[src/rtl/led_pattern_sequencer_assert.svh]
// assertion macros shared by the sequencer rtl
`ifndef LED_PATTERN_SEQUENCER_ASSERT_SVH
`define LED_PATTERN_SEQUENCER_ASSERT_SVH

// same-cycle implication, checked outside reset
`define LPS_ASSERT_NOW(lbl, clk, rst_n, ante, cons) \
  lbl: assert property (@(posedge clk) disable iff (!rst_n) (ante) |-> (cons)) \
    else $error("led pattern sequencer check failed");

// next-cycle implication, checked outside reset
`define LPS_ASSERT_NEXT(lbl, clk, rst_n, ante, cons) \
  lbl: assert property (@(posedge clk) disable iff (!rst_n) (ante) |=> (cons)) \
    else $error("led pattern sequencer check failed");

`endif

[src/rtl/lps_pkg.sv]
package lps_pkg;

  // default configuration of the block
  localparam int CHANNELS_DEF = 1;
  localparam int DEPTH_DEF    = 64;

  // field widths
  localparam int MS_W  = 32;
  localparam int TPS_W = 20;
  localparam int CNT_W = 42;
  localparam int SIDX_W = 6;

  // item kinds carried in tuser
  localparam logic [1:0] MODE_TICK  = 2'd0;
  localparam logic [1:0] MODE_LOAD  = 2'd1;
  localparam logic [1:0] MODE_START = 2'd2;

  // duration codes and limits
  localparam logic [MS_W-1:0]  FREEZE_MS = 32'hFFFF_FFFF;
  localparam logic [MS_W-1:0]  LOOP_MS   = 32'd0;
  localparam logic [TPS_W-1:0] TPS_RESET = 20'd1000;
  localparam logic [CNT_W-1:0] CNT_MAX   = {CNT_W{1'b1}};

  // x / 1000 is done as (x >> 3) / 125 with a rounded-up reciprocal
  localparam logic [31:0] MS_PER_S = 32'd1000;
  localparam logic [31:0] RECIP_Q  = 32'd549755814; // 2^36 / 125, 29-bit dividend
  localparam logic [31:0] RECIP_R  = 32'd137438954; // 2^34 / 125, 27-bit dividend

  // main sequencer states
  typedef enum logic [3:0] {
    ST_IDLE,
    ST_START,
    ST_TICK,
    ST_NEXT,
    ST_WRAP,
    ST_RD,
    ST_RDW,
    ST_CONV,
    ST_DONE
  } state_t;

  // converter states
  typedef enum logic [2:0] {
    CV_IDLE,
    CV_QUOT,
    CV_BACK,
    CV_REM,
    CV_RXT,
    CV_FRAC,
    CV_WHOLE,
    CV_SUM
  } conv_state_t;

  // request into the duration converter
  typedef struct packed {
    logic            start;
    logic [MS_W-1:0] ms;
  } conv_req_t;

  // response from the duration converter
  typedef struct packed {
    logic             done;
    logic [CNT_W-1:0] ticks;
  } conv_rsp_t;

endpackage

[src/rtl/lps_ram.sv]
module lps_ram #(
  parameter int WIDTH = 33,
  parameter int DEPTH = 64
) (
  input  logic                     clk,
  input  logic                     we,
  input  logic [$clog2(DEPTH)-1:0] waddr,
  input  logic [WIDTH-1:0]         wdata,
  input  logic [$clog2(DEPTH)-1:0] raddr,
  output logic [WIDTH-1:0]         rdata
);

  logic [WIDTH-1:0] mem [DEPTH];
  logic [WIDTH-1:0] rdata_r;

  // one write port, registered read port
  always_ff @(posedge clk) begin
    if (we) begin
      mem[waddr] <= wdata;
    end
    rdata_r <= mem[raddr];
  end

  assign rdata = rdata_r;

endmodule

[src/rtl/lps_conv.sv]
module lps_conv (
  input  logic                    clk,
  input  logic                    rst_n,
  input  lps_pkg::conv_req_t      req,
  input  logic [lps_pkg::TPS_W-1:0] tps,
  output lps_pkg::conv_rsp_t      rsp
);

  import lps_pkg::*;

  conv_state_t       state_r, state_nxt;
  logic [MS_W-1:0]   ms_r;
  logic [TPS_W-1:0]  tps_r;
  logic [63:0]       p_r;
  logic [22:0]       qm_r;
  logic [9:0]        rm_r;
  logic [20:0]       frac_r;
  logic [CNT_W-1:0]  ticks_r, ticks_nxt;
  logic              done_r, done_nxt;

  logic [31:0]       mul_a, mul_b;
  logic              mul_en;
  logic [63:0]       prod;
  logic [31:0]       rem_full;
  logic [CNT_W+1:0]  sum;

  // the one shared multiplier
  assign prod = {32'd0, mul_a} * {32'd0, mul_b};

  assign rem_full = ms_r - p_r[31:0];
  assign sum      = {1'b0, p_r[CNT_W:0]} + (CNT_W+2)'(frac_r);

  // state register
  always_ff @(posedge clk) begin
    if (!rst_n) begin
      state_r <= CV_IDLE;
      done_r  <= 1'b0;
    end else begin
      state_r <= state_nxt;
      done_r  <= done_nxt;
    end
  end

  // operand and partial result registers
  always_ff @(posedge clk) begin
    if (req.start && state_r == CV_IDLE) begin
      ms_r  <= req.ms;
      tps_r <= tps;
    end
    if (mul_en) begin
      p_r <= prod;
    end
    if (state_r == CV_BACK) begin
      qm_r <= p_r[58:36];
    end
    if (state_r == CV_REM) begin
      rm_r <= rem_full[9:0];
    end
    if (state_r == CV_WHOLE) begin
      frac_r <= p_r[54:34];
    end
    if (state_r == CV_SUM) begin
      ticks_r <= ticks_nxt;
    end
  end

  // ticks = (ms / 1000) * tps + ((ms % 1000) * tps) / 1000
  always_comb begin
    state_nxt = state_r;
    mul_a     = '0;
    mul_b     = '0;
    mul_en    = 1'b0;
    done_nxt  = 1'b0;
    ticks_nxt = ticks_r;
    unique case (state_r)
      CV_IDLE: begin
        if (req.start) begin
          state_nxt = CV_QUOT;
        end
      end
      CV_QUOT: begin
        mul_a     = {3'd0, ms_r[MS_W-1:3]};
        mul_b     = RECIP_Q;
        mul_en    = 1'b1;
        state_nxt = CV_BACK;
      end
      CV_BACK: begin
        mul_a     = {9'd0, p_r[58:36]};
        mul_b     = MS_PER_S;
        mul_en    = 1'b1;
        state_nxt = CV_REM;
      end
      CV_REM: begin
        state_nxt = CV_RXT;
      end
      CV_RXT: begin
        mul_a     = {22'd0, rm_r};
        mul_b     = {12'd0, tps_r};
        mul_en    = 1'b1;
        state_nxt = CV_FRAC;
      end
      CV_FRAC: begin
        mul_a     = {5'd0, p_r[29:3]};
        mul_b     = RECIP_R;
        mul_en    = 1'b1;
        state_nxt = CV_WHOLE;
      end
      CV_WHOLE: begin
        mul_a     = {9'd0, qm_r};
        mul_b     = {12'd0, tps_r};
        mul_en    = 1'b1;
        state_nxt = CV_SUM;
      end
      CV_SUM: begin
        // saturate, and never less than one tick
        if (sum > (CNT_W+2)'(CNT_MAX)) begin
          ticks_nxt = CNT_MAX;
        end else if (sum == '0) begin
          ticks_nxt = CNT_W'(1);
        end else begin
          ticks_nxt = sum[CNT_W-1:0];
        end
        done_nxt  = 1'b1;
        state_nxt = CV_IDLE;
      end
      default: begin
        state_nxt = CV_IDLE;
      end
    endcase
  end

  assign rsp.done  = done_r;
  assign rsp.ticks = ticks_r;

endmodule

[src/rtl/led_pattern_sequencer.sv]
// led pattern sequencer
// in_* stream: one word per item. tuser gives the kind: tick, load entry or
// start pattern. tdata carries channel, entry index, entry level, entry
// duration in ms and start index. out_* stream: one word per item with the
// led level and active bit of every channel, taken after the item is applied.
// cfg_wr_en / cfg_wr_data write ticks_per_second; write only while idle.
// An item occupies the block until its word is produced; in_tready is low
// meanwhile. A load goes straight to its word. A start reduces the start
// index modulo the memory depth, reads the entry and converts its duration.
// A tick visits every channel in turn: where the counter does not expire it
// counts down; where it expires the next entry is read and the channel
// freezes, moves to that entry or, on a loop, restarts the pattern.
// Item time is set by the single pattern memory read port and the duration
// converter, which runs five passes of one shared 32x32 multiplier.
// The finished word waits in an output register: the next item is accepted
// while it waits, but its word is only written once the register is free.
// Reset (rst_n low at a clock edge) clears all channels to off and inactive
// and sets ticks_per_second to 1000; the pattern memory keeps its contents.
module led_pattern_sequencer #(
  parameter int CHANNELS      = lps_pkg::CHANNELS_DEF,
  parameter int PATTERN_DEPTH = lps_pkg::DEPTH_DEF
) (
  input  logic                      clk,
  input  logic                      rst_n,
  input  logic                      in_tvalid,
  output logic                      in_tready,
  // channel[2:0], entry_index[8:3], entry_level[9], entry_duration_ms[41:10],
  // start_index[47:42]
  input  logic [47:0]               in_tdata,
  // mode[1:0]
  input  logic [1:0]                in_tuser,
  output logic                      out_tvalid,
  input  logic                      out_tready,
  // led_levels[7:0], active_mask[15:8]
  output logic [15:0]               out_tdata,
  input  logic                      cfg_wr_en,
  input  logic [lps_pkg::TPS_W-1:0] cfg_wr_data
);

  import lps_pkg::*;

  localparam int AW = $clog2(PATTERN_DEPTH);
  localparam int CW = (CHANNELS > 1) ? $clog2(CHANNELS) : 1;
  localparam int MW = (AW > SIDX_W) ? AW : SIDX_W;
  localparam logic [MW:0] DEPTH_M = (MW+1)'(PATTERN_DEPTH);
  localparam logic [AW:0] DEPTH_A = (AW+1)'(PATTERN_DEPTH);
  localparam logic [CW-1:0] LAST_CH = CW'(CHANNELS - 1);
  localparam logic [7:0] CH_MASK = 8'((1 << CHANNELS) - 1);

  // input word fields
  logic [2:0]        in_channel;
  logic [5:0]        in_entry_index;
  logic              in_entry_level;
  logic [MS_W-1:0]   in_entry_duration_ms;
  logic [SIDX_W-1:0] in_start_index;
  logic              in_acc;

  assign in_channel           = in_tdata[2:0];
  assign in_entry_index       = in_tdata[8:3];
  assign in_entry_level       = in_tdata[9];
  assign in_entry_duration_ms = in_tdata[41:10];
  assign in_start_index       = in_tdata[47:42];
  assign in_acc               = in_tvalid && in_tready;

  // control state
  state_t            state_r, state_nxt;
  logic [CW-1:0]     ch_r, ch_nxt;
  logic [MW-1:0]     addr_r, addr_nxt;
  logic              begin_r, begin_nxt;
  logic [1:0]        mode_r;
  logic              st_ok_r;
  logic [SIDX_W-1:0] sidx_r;
  logic [TPS_W-1:0]  tps_r;
  logic              out_tvalid_r, out_tvalid_nxt;
  logic [15:0]       out_tdata_r;

  // per-channel state
  logic [CNT_W-1:0]  cnt_r [CHANNELS];
  logic [AW-1:0]     pos_r [CHANNELS];
  logic [SIDX_W-1:0] pst_r [CHANNELS];
  logic [CHANNELS-1:0] act_r;
  logic [CHANNELS-1:0] lvl_r;

  // channel write controls
  logic              cnt_we, lvl_we, lvl_wd, act_we, act_wd, pos_we, pst_we;
  logic [CNT_W-1:0]  cnt_wd, cnt_dec;
  logic [AW-1:0]     pos_wd;
  logic [AW:0]       a_inc;
  logic              out_load;

  // pattern memory
  logic              mem_we;
  logic [AW-1:0]     mem_waddr;
  logic [32:0]       mem_rdata;
  logic              rd_level;
  logic [MS_W-1:0]   rd_dur;

  conv_req_t         conv_req;
  conv_rsp_t         conv_rsp;

  assign mem_we    = in_acc && (in_tuser == MODE_LOAD) &&
                     ({26'd0, in_entry_index} < 32'(PATTERN_DEPTH));
  assign mem_waddr = AW'(in_entry_index);
  assign rd_level  = mem_rdata[32];
  assign rd_dur    = mem_rdata[31:0];

  lps_ram #(
    .WIDTH (33),
    .DEPTH (PATTERN_DEPTH)
  ) u_mem (
    .clk   (clk),
    .we    (mem_we),
    .waddr (mem_waddr),
    .wdata ({in_entry_level, in_entry_duration_ms}),
    .raddr (addr_r[AW-1:0]),
    .rdata (mem_rdata)
  );

  lps_conv u_conv (
    .clk   (clk),
    .rst_n (rst_n),
    .req   (conv_req),
    .tps   (tps_r),
    .rsp   (conv_rsp)
  );

  assign cnt_dec = cnt_r[ch_r] - CNT_W'(1);
  assign a_inc   = {1'b0, addr_r[AW-1:0]} + (AW+1)'(1);
  assign pos_wd  = (a_inc == DEPTH_A) ? '0 : a_inc[AW-1:0];

  // state and control registers
  always_ff @(posedge clk) begin
    if (!rst_n) begin
      state_r      <= ST_IDLE;
      ch_r         <= '0;
      begin_r      <= 1'b0;
      out_tvalid_r <= 1'b0;
      tps_r        <= TPS_RESET;
    end else begin
      state_r      <= state_nxt;
      ch_r         <= ch_nxt;
      begin_r      <= begin_nxt;
      out_tvalid_r <= out_tvalid_nxt;
      if (cfg_wr_en) begin
        tps_r <= cfg_wr_data;
      end
    end
  end

  // item payload and result word
  always_ff @(posedge clk) begin
    addr_r <= addr_nxt;
    if (in_acc) begin
      mode_r  <= in_tuser;
      st_ok_r <= ({1'b0, in_channel} < 4'(CHANNELS));
      sidx_r  <= in_start_index;
    end
    if (out_load) begin
      out_tdata_r <= {8'(act_r), 8'(lvl_r)};
    end
  end

  // channel state updates, always at the current channel
  always_ff @(posedge clk) begin
    if (!rst_n) begin
      for (int i = 0; i < CHANNELS; i++) begin
        cnt_r[i] <= '0;
        pos_r[i] <= '0;
        pst_r[i] <= '0;
      end
      act_r <= '0;
      lvl_r <= '0;
    end else begin
      if (cnt_we) begin
        cnt_r[ch_r] <= cnt_wd;
      end
      if (pos_we) begin
        pos_r[ch_r] <= pos_wd;
      end
      if (pst_we) begin
        pst_r[ch_r] <= sidx_r;
      end
      if (act_we) begin
        act_r[ch_r] <= act_wd;
      end
      if (lvl_we) begin
        lvl_r[ch_r] <= lvl_wd;
      end
    end
  end

  // sequencer: next state and controls
  always_comb begin
    state_nxt      = state_r;
    ch_nxt         = ch_r;
    addr_nxt       = addr_r;
    begin_nxt      = begin_r;
    in_tready      = 1'b0;
    cnt_we         = 1'b0;
    cnt_wd         = cnt_dec;
    lvl_we         = 1'b0;
    lvl_wd         = rd_level;
    act_we         = 1'b0;
    act_wd         = 1'b0;
    pos_we         = 1'b0;
    pst_we         = 1'b0;
    conv_req.start = 1'b0;
    conv_req.ms    = rd_dur;
    out_load       = 1'b0;
    out_tvalid_nxt = out_tvalid_r && !out_tready;
    unique case (state_r)
      ST_IDLE: begin
        in_tready = 1'b1;
        if (in_tvalid) begin
          unique case (in_tuser)
            MODE_TICK: begin
              ch_nxt    = '0;
              state_nxt = ST_TICK;
            end
            MODE_START: begin
              ch_nxt    = CW'(in_channel);
              state_nxt = ST_START;
            end
            default: begin
              state_nxt = ST_DONE;
            end
          endcase
        end
      end
      ST_START: begin
        // a start repeating the running pattern is dropped
        if (st_ok_r && !(act_r[ch_r] && pst_r[ch_r] == sidx_r)) begin
          pst_we    = 1'b1;
          act_we    = 1'b1;
          act_wd    = 1'b1;
          addr_nxt  = MW'(sidx_r);
          begin_nxt = 1'b1;
          state_nxt = ST_WRAP;
        end else begin
          state_nxt = ST_DONE;
        end
      end
      ST_TICK: begin
        if (cnt_r[ch_r] == '0) begin
          state_nxt = ST_NEXT;
        end else begin
          cnt_we = 1'b1;
          if (cnt_dec != '0) begin
            state_nxt = ST_NEXT;
          end else if (!act_r[ch_r]) begin
            lvl_we    = 1'b1;
            lvl_wd    = 1'b0;
            state_nxt = ST_NEXT;
          end else begin
            addr_nxt  = MW'(pos_r[ch_r]);
            begin_nxt = 1'b0;
            state_nxt = ST_RD;
          end
        end
      end
      ST_NEXT: begin
        if (ch_r == LAST_CH) begin
          state_nxt = ST_DONE;
        end else begin
          ch_nxt    = ch_r + CW'(1);
          state_nxt = ST_TICK;
        end
      end
      ST_WRAP: begin
        // start index modulo the memory depth, one subtract a cycle
        if ({1'b0, addr_r} >= DEPTH_M) begin
          addr_nxt = addr_r - DEPTH_M[MW-1:0];
        end else begin
          state_nxt = ST_RD;
        end
      end
      ST_RD: begin
        state_nxt = ST_RDW;
      end
      ST_RDW: begin
        pos_we = 1'b1;
        if (begin_r) begin
          lvl_we         = 1'b1;
          conv_req.start = 1'b1;
          state_nxt      = ST_CONV;
        end else if (rd_dur == FREEZE_MS) begin
          lvl_we    = 1'b1;
          cnt_we    = 1'b1;
          cnt_wd    = '0;
          act_we    = 1'b1;
          act_wd    = 1'b0;
          state_nxt = ST_NEXT;
        end else if (rd_dur == LOOP_MS) begin
          addr_nxt  = MW'(pst_r[ch_r]);
          begin_nxt = 1'b1;
          state_nxt = ST_WRAP;
        end else begin
          lvl_we         = 1'b1;
          conv_req.start = 1'b1;
          state_nxt      = ST_CONV;
        end
      end
      ST_CONV: begin
        if (conv_rsp.done) begin
          cnt_we    = 1'b1;
          cnt_wd    = conv_rsp.ticks;
          state_nxt = (mode_r == MODE_TICK) ? ST_NEXT : ST_DONE;
        end
      end
      ST_DONE: begin
        if (!out_tvalid_r || out_tready) begin
          out_load       = 1'b1;
          out_tvalid_nxt = 1'b1;
          state_nxt      = ST_IDLE;
        end
      end
      default: begin
        state_nxt = ST_IDLE;
      end
    endcase
  end

  assign out_tvalid = out_tvalid_r;
  assign out_tdata  = out_tdata_r;

  // checks
  `include "led_pattern_sequencer_assert.svh"

  `LPS_ASSERT_NEXT(a_busy_after_accept, clk, rst_n, in_acc, !in_tready)
  `LPS_ASSERT_NOW(a_conv_done_in_conv, clk, rst_n, conv_rsp.done, state_r == ST_CONV)
  `LPS_ASSERT_NOW(a_active_has_count, clk, rst_n, (state_r == ST_IDLE) && act_r[0], cnt_r[0] != '0)
  `LPS_ASSERT_NOW(a_unused_bits_zero, clk, rst_n, out_tvalid_r, ((out_tdata_r[15:8] | out_tdata_r[7:0]) & ~CH_MASK) == 8'd0)

endmodule
[config.mk]
export PLATFORM = sky130hd
export DESIGN_NAME = led_pattern_sequencer
export DESIGN_NICKNAME = d
export VERILOG_FILES = /design/src/rtl/lps_pkg.sv /design/src/rtl/lps_ram.sv /design/src/rtl/lps_conv.sv /design/src/rtl/led_pattern_sequencer.sv
export VERILOG_INCLUDE_DIRS = /design/src /design/src/rtl
export SDC_FILE = /design/constraint.sdc
export NUM_CORES = 2
export LEC_CHECK = 0
export ABC_AREA = 0
export BUFFER_PORTS_ARGS = -buffer_cell sky130_fd_sc_hd__buf_2
export CORE_ASPECT_RATIO = 0.7
export CORE_MARGIN = 10
export CORE_UTILIZATION = 25
export DETAILED_ROUTE_END_ITERATION = 8
export SETUP_SLACK_MARGIN = 0.05
export SYNTH_ARGS = -nofsm -noshare
export SYNTH_HDL_FRONTEND = slang
export SYNTH_HIERARCHICAL = 1
export SYNTH_SLANG_ARGS = --single-unit
[constraint.sdc]
create_clock -name clk -period 31 [get_ports clk]
set_clock_uncertainty 0.1 [all_clocks]
set_input_delay 3.1 -clock clk [delete_from_list [all_inputs] [get_ports clk]]
set_output_delay 3.1 -clock clk [all_outputs]
set_load 0.02 [all_outputs]
==> flow_summary.json <==
{
  "outcome": "finished clean",
  "drt_iter0_drc": 9179,
  "clkLatencyLatePin_ns": 0.91,
  "muxShareOfSynthArea": 0.1108,
  "drc": 0,
  "area_growth_pct": 14.24,
  "numCtsBuffers": 267,
  "path_buf_inv": 6,
  "max_stage_delay_ns": 0.92,
  "async_reset_ff_frac": 0,
  "cts_hold_buffers": 0,
  "ioPinCount": 93,
  "hold_end": "u_conv/tps_r[2]$_DFFE_PP_",
  "wire_per_inst_um": 24.27,
  "end_kind": "register",
  "overflow": 0,
  "place.gp.congestion": 0.9139,
  "grt_pass1_wl_mm": 508.1,
  "drive_gt1_frac": 0.1692,
  "reg2regPathDepth": 30,
  "rows": 214,
  "syn-instance-count": 7711,
  "yosys.area.top_type": "edfxtp_1",
  "nets": 8928,
  "seqCellArea_um2": 73090,
  "die_y_um": 603.6,
  "clock-sinks": 2456,
  "layout_setup_ws_ns": 19.96,
  "finalWirelength_mm": 354.0,
  "post_cts_resized": 0,
  "worst-slew-pin-transition_ns": 1.337,
  "n_fill_cell": 48270,
  "initial_core_util": 0.2507,
  "critPathLaunchType": "register",
  "cts-root-buf": "clkbuf_16",
  "dieArea_um2": 515300,
  "synth.top_cells.by_count": "edfxtp_1, inv_1, fa_1",
  "synth_compound_area_frac": 0.04099,
  "rsz0062_at_grt": "no",
  "power_leakage_nw": 48.69,
  "power_mw": 7.963,
  "synth_edf_count": 2390,
  "final_max_slew_viol_count": 0,
  "synth_top_family_by_area": "adder cells",
  "finalSetupTns_ns": 0,
  "peakVddDrop_mv": 0.04318,
  "power_density_nw_per_um2": 57.31,
  "synth-adder-area-share": 0.1382,
  "clk_pin_slew_ns": 0.06,
  "dpl.hpwl_mm": 227.3,
  "holdPathStages": 0,
  "multi_input_area_um2": 44330,
  "cts_tree": "done",
  "synth-xor-area-share": 0.01015,
  "fin_crit_sh": 0.3562,
  "routed_via_density": 4.766,
  "cts_setup_buffers": 0,
  "r2r_slack_ns": 19.96,
  "grt_max_degree": 99,
  "netlist_area_um2": 121600,
  "r2r-end": "u_conv/p_r[55]$_DFFE_PP_",
  "drv_cap": 0,
  "grt_usage": 0.1335,
  "worstPathArrival_ns": 11.52,
  "critPathTopFamily": "adder cells",
  "synth_warnings": 6,
  "synth_area_leaders": "edfxtp_1, fa_1, mux4_2, ha_1, inv_1",
  "io_buffers": 78,
  "path_max_fanout": 23,
  "critPathRequiredTime_ns": 31.47,
  "crit_start": "u_conv/state_r[1]$_SDFFE_PN0P_",
  "cp_common_cell": "fa_1",
  "synth_seq_cells": 2456,
  "coreArea_um2": 485200,
  "max-slew-margin-rel": 0.1006,
  "synth_most_common_cell": "edfxtp_1",
  "yosysTopAreaCellShare": 0.5900,
  "antenna_found_initial": 33,
  "synth_simple_gate_area_frac": 0.05838,
  "avgSynthCellArea_um2": 15.77,
  "post-route-min-period_ns": 11.04,
  "synthDistinctLibCells": 100,
  "clk_path_buf_depth": 4,
  "yosysSeqAreaShare": 0.6009,
  "ant_nets": 0,
  "r2r_start": "u_conv/state_r[1]$_SDFFE_PN0P_",
  "hp-start": "tps_r[2]$_SDFFE_PN0P_",
  "path_class": "register to register",
  "dp_slack_ns": 20.21,
  "finalHoldViolCount": 0,
  "grt_pass1_vias": 68290,
  "setup_violations": 0,
  "die_x_um": 853.7,
  "vias": 69520,
  "cp_slowest_cell": "nand2_1",
  "fmax_ghz": 0.09057,
  "htreeDepth": 5,
  "synthFlopType": "edfxtp_1",
  "worstHoldPathType": "register to register",
  "drtPass1Iterations": 8
}
==> state kept, by name (all words and copies together), names as in the netlist, 10 cells and up <==
name            count
u_mem/mem        2112
u_conv/p_r         59
cnt_r              42
tps_r              20
u_conv/tps_r       20
u_conv/qm_r        23
u_conv/ticks_r     42
u_conv/ms_r        32
u_conv/rm_r        10
u_mem/rdata        33
u_conv/frac_r      21
==> report_power, final <==
part	leakage (nW)	switching [mW]	total, mW	internal [mW]
logic	22.4	0.696	1.02	0.324
registers	22.1	0.0792	3.80	3.72
clock network	4.19	1.31	3.15	1.84
==> how the worst max path moves through the flow <==
stage,slack (ns),depth (start not counted),end
2_1_floorplan,20.91,31,u_conv/p_r[56]$_DFFE_PP_
3_3_place_gp,20.35,28,u_conv/p_r[55]$_DFFE_PP_
3_5_place_dp,20.21,30,u_conv/p_r[55]$_DFFE_PP_
4_1_cts,20.19,30,u_conv/p_r[55]$_DFFE_PP_
5_1_grt,19.40,28,u_conv/p_r[55]$_DFFE_PP_
6_report,19.96,30,u_conv/p_r[55]$_DFFE_PP_
==> area by class of cell <==
cell class | count | area share
inverter | 783 | 0.02116
multi-input combinational | 4115 | 0.3190
antenna | 11 | 0.0001981
clock buffer | 332 | 0.05174
clock inverter | 141 | 0.009922
timing repair buffer | 268 | 0.01361
tap | 6480 | 0.05835
sequential | 2456 | 0.5260
==> stage by stage <==
step | hold WS [ns] | instances | instance area [µm²] | util
floorplan | 0.3076 | 7744 | 121800 | -
global placement | 0.3180 | 14100 | 130400 | 0.2687
detailed placement | 0.3181 | 14100 | 130400 | 0.2687
CTS | 0.3336 | 14580 | 138900 | 0.2864
global route | 0.3475 | 14580 | 138900 | 0.2864
finish | 0.3327 | 14590 | 139000 | 0.2864
==> per-layer routing <==
metal / GRT usage / vias up / routed length (µm)
met1: 0.2010 / 36690 / 157300
met3: 0.03923 / 492 / 41310
met2: 0.1831 / 3525 / 144500
met4: 0.03827 / 12 / 10690
li1: - / 28800 / -
met5: 0.002026 / - / 207
==> placed cells by master, fill, tap and decap left out, types with 27 or more instances in the layout <==
cell type  instances
edfxtp_1        2390
inv_1            778
fa_1             636
mux4_2           539
nor2_1           517
nand2_1          510
ha_1             326
clkbuf_16        278
a21oi_1          196
buf_4            184
mux2i_1          125
o22ai_1           87
buf_2             78
xnor2_1           76
o21ai_0           70
nor2_4            67
dfxtp_1           66
xor2_1            65
nand3_1           61
nor3_1            56
a22oi_1           55
a21o_1            53
clkbuf_1          51
clkinv_1          45
nand2b_1          44
nand4_1           44
clkinv_2          42
and2_1            41
conb_1            36
nor4_1            33
nor2_2            31
a31oi_1           30
o221ai_1          30
a22o_1            28
nor2b_1           27
a211oi_1          27
==> logic make-up after synthesis <==
group	count (synthesis)
and+or+nand+nor	1568
adders and majority gates	962
xor gates and xnor gates	141
buffers and inverters	1173
AOI/OAI and AO/OA	738
DFF	2456
other	3
muxes	670
Note: power is estimated with default switching activity, not from simulation.
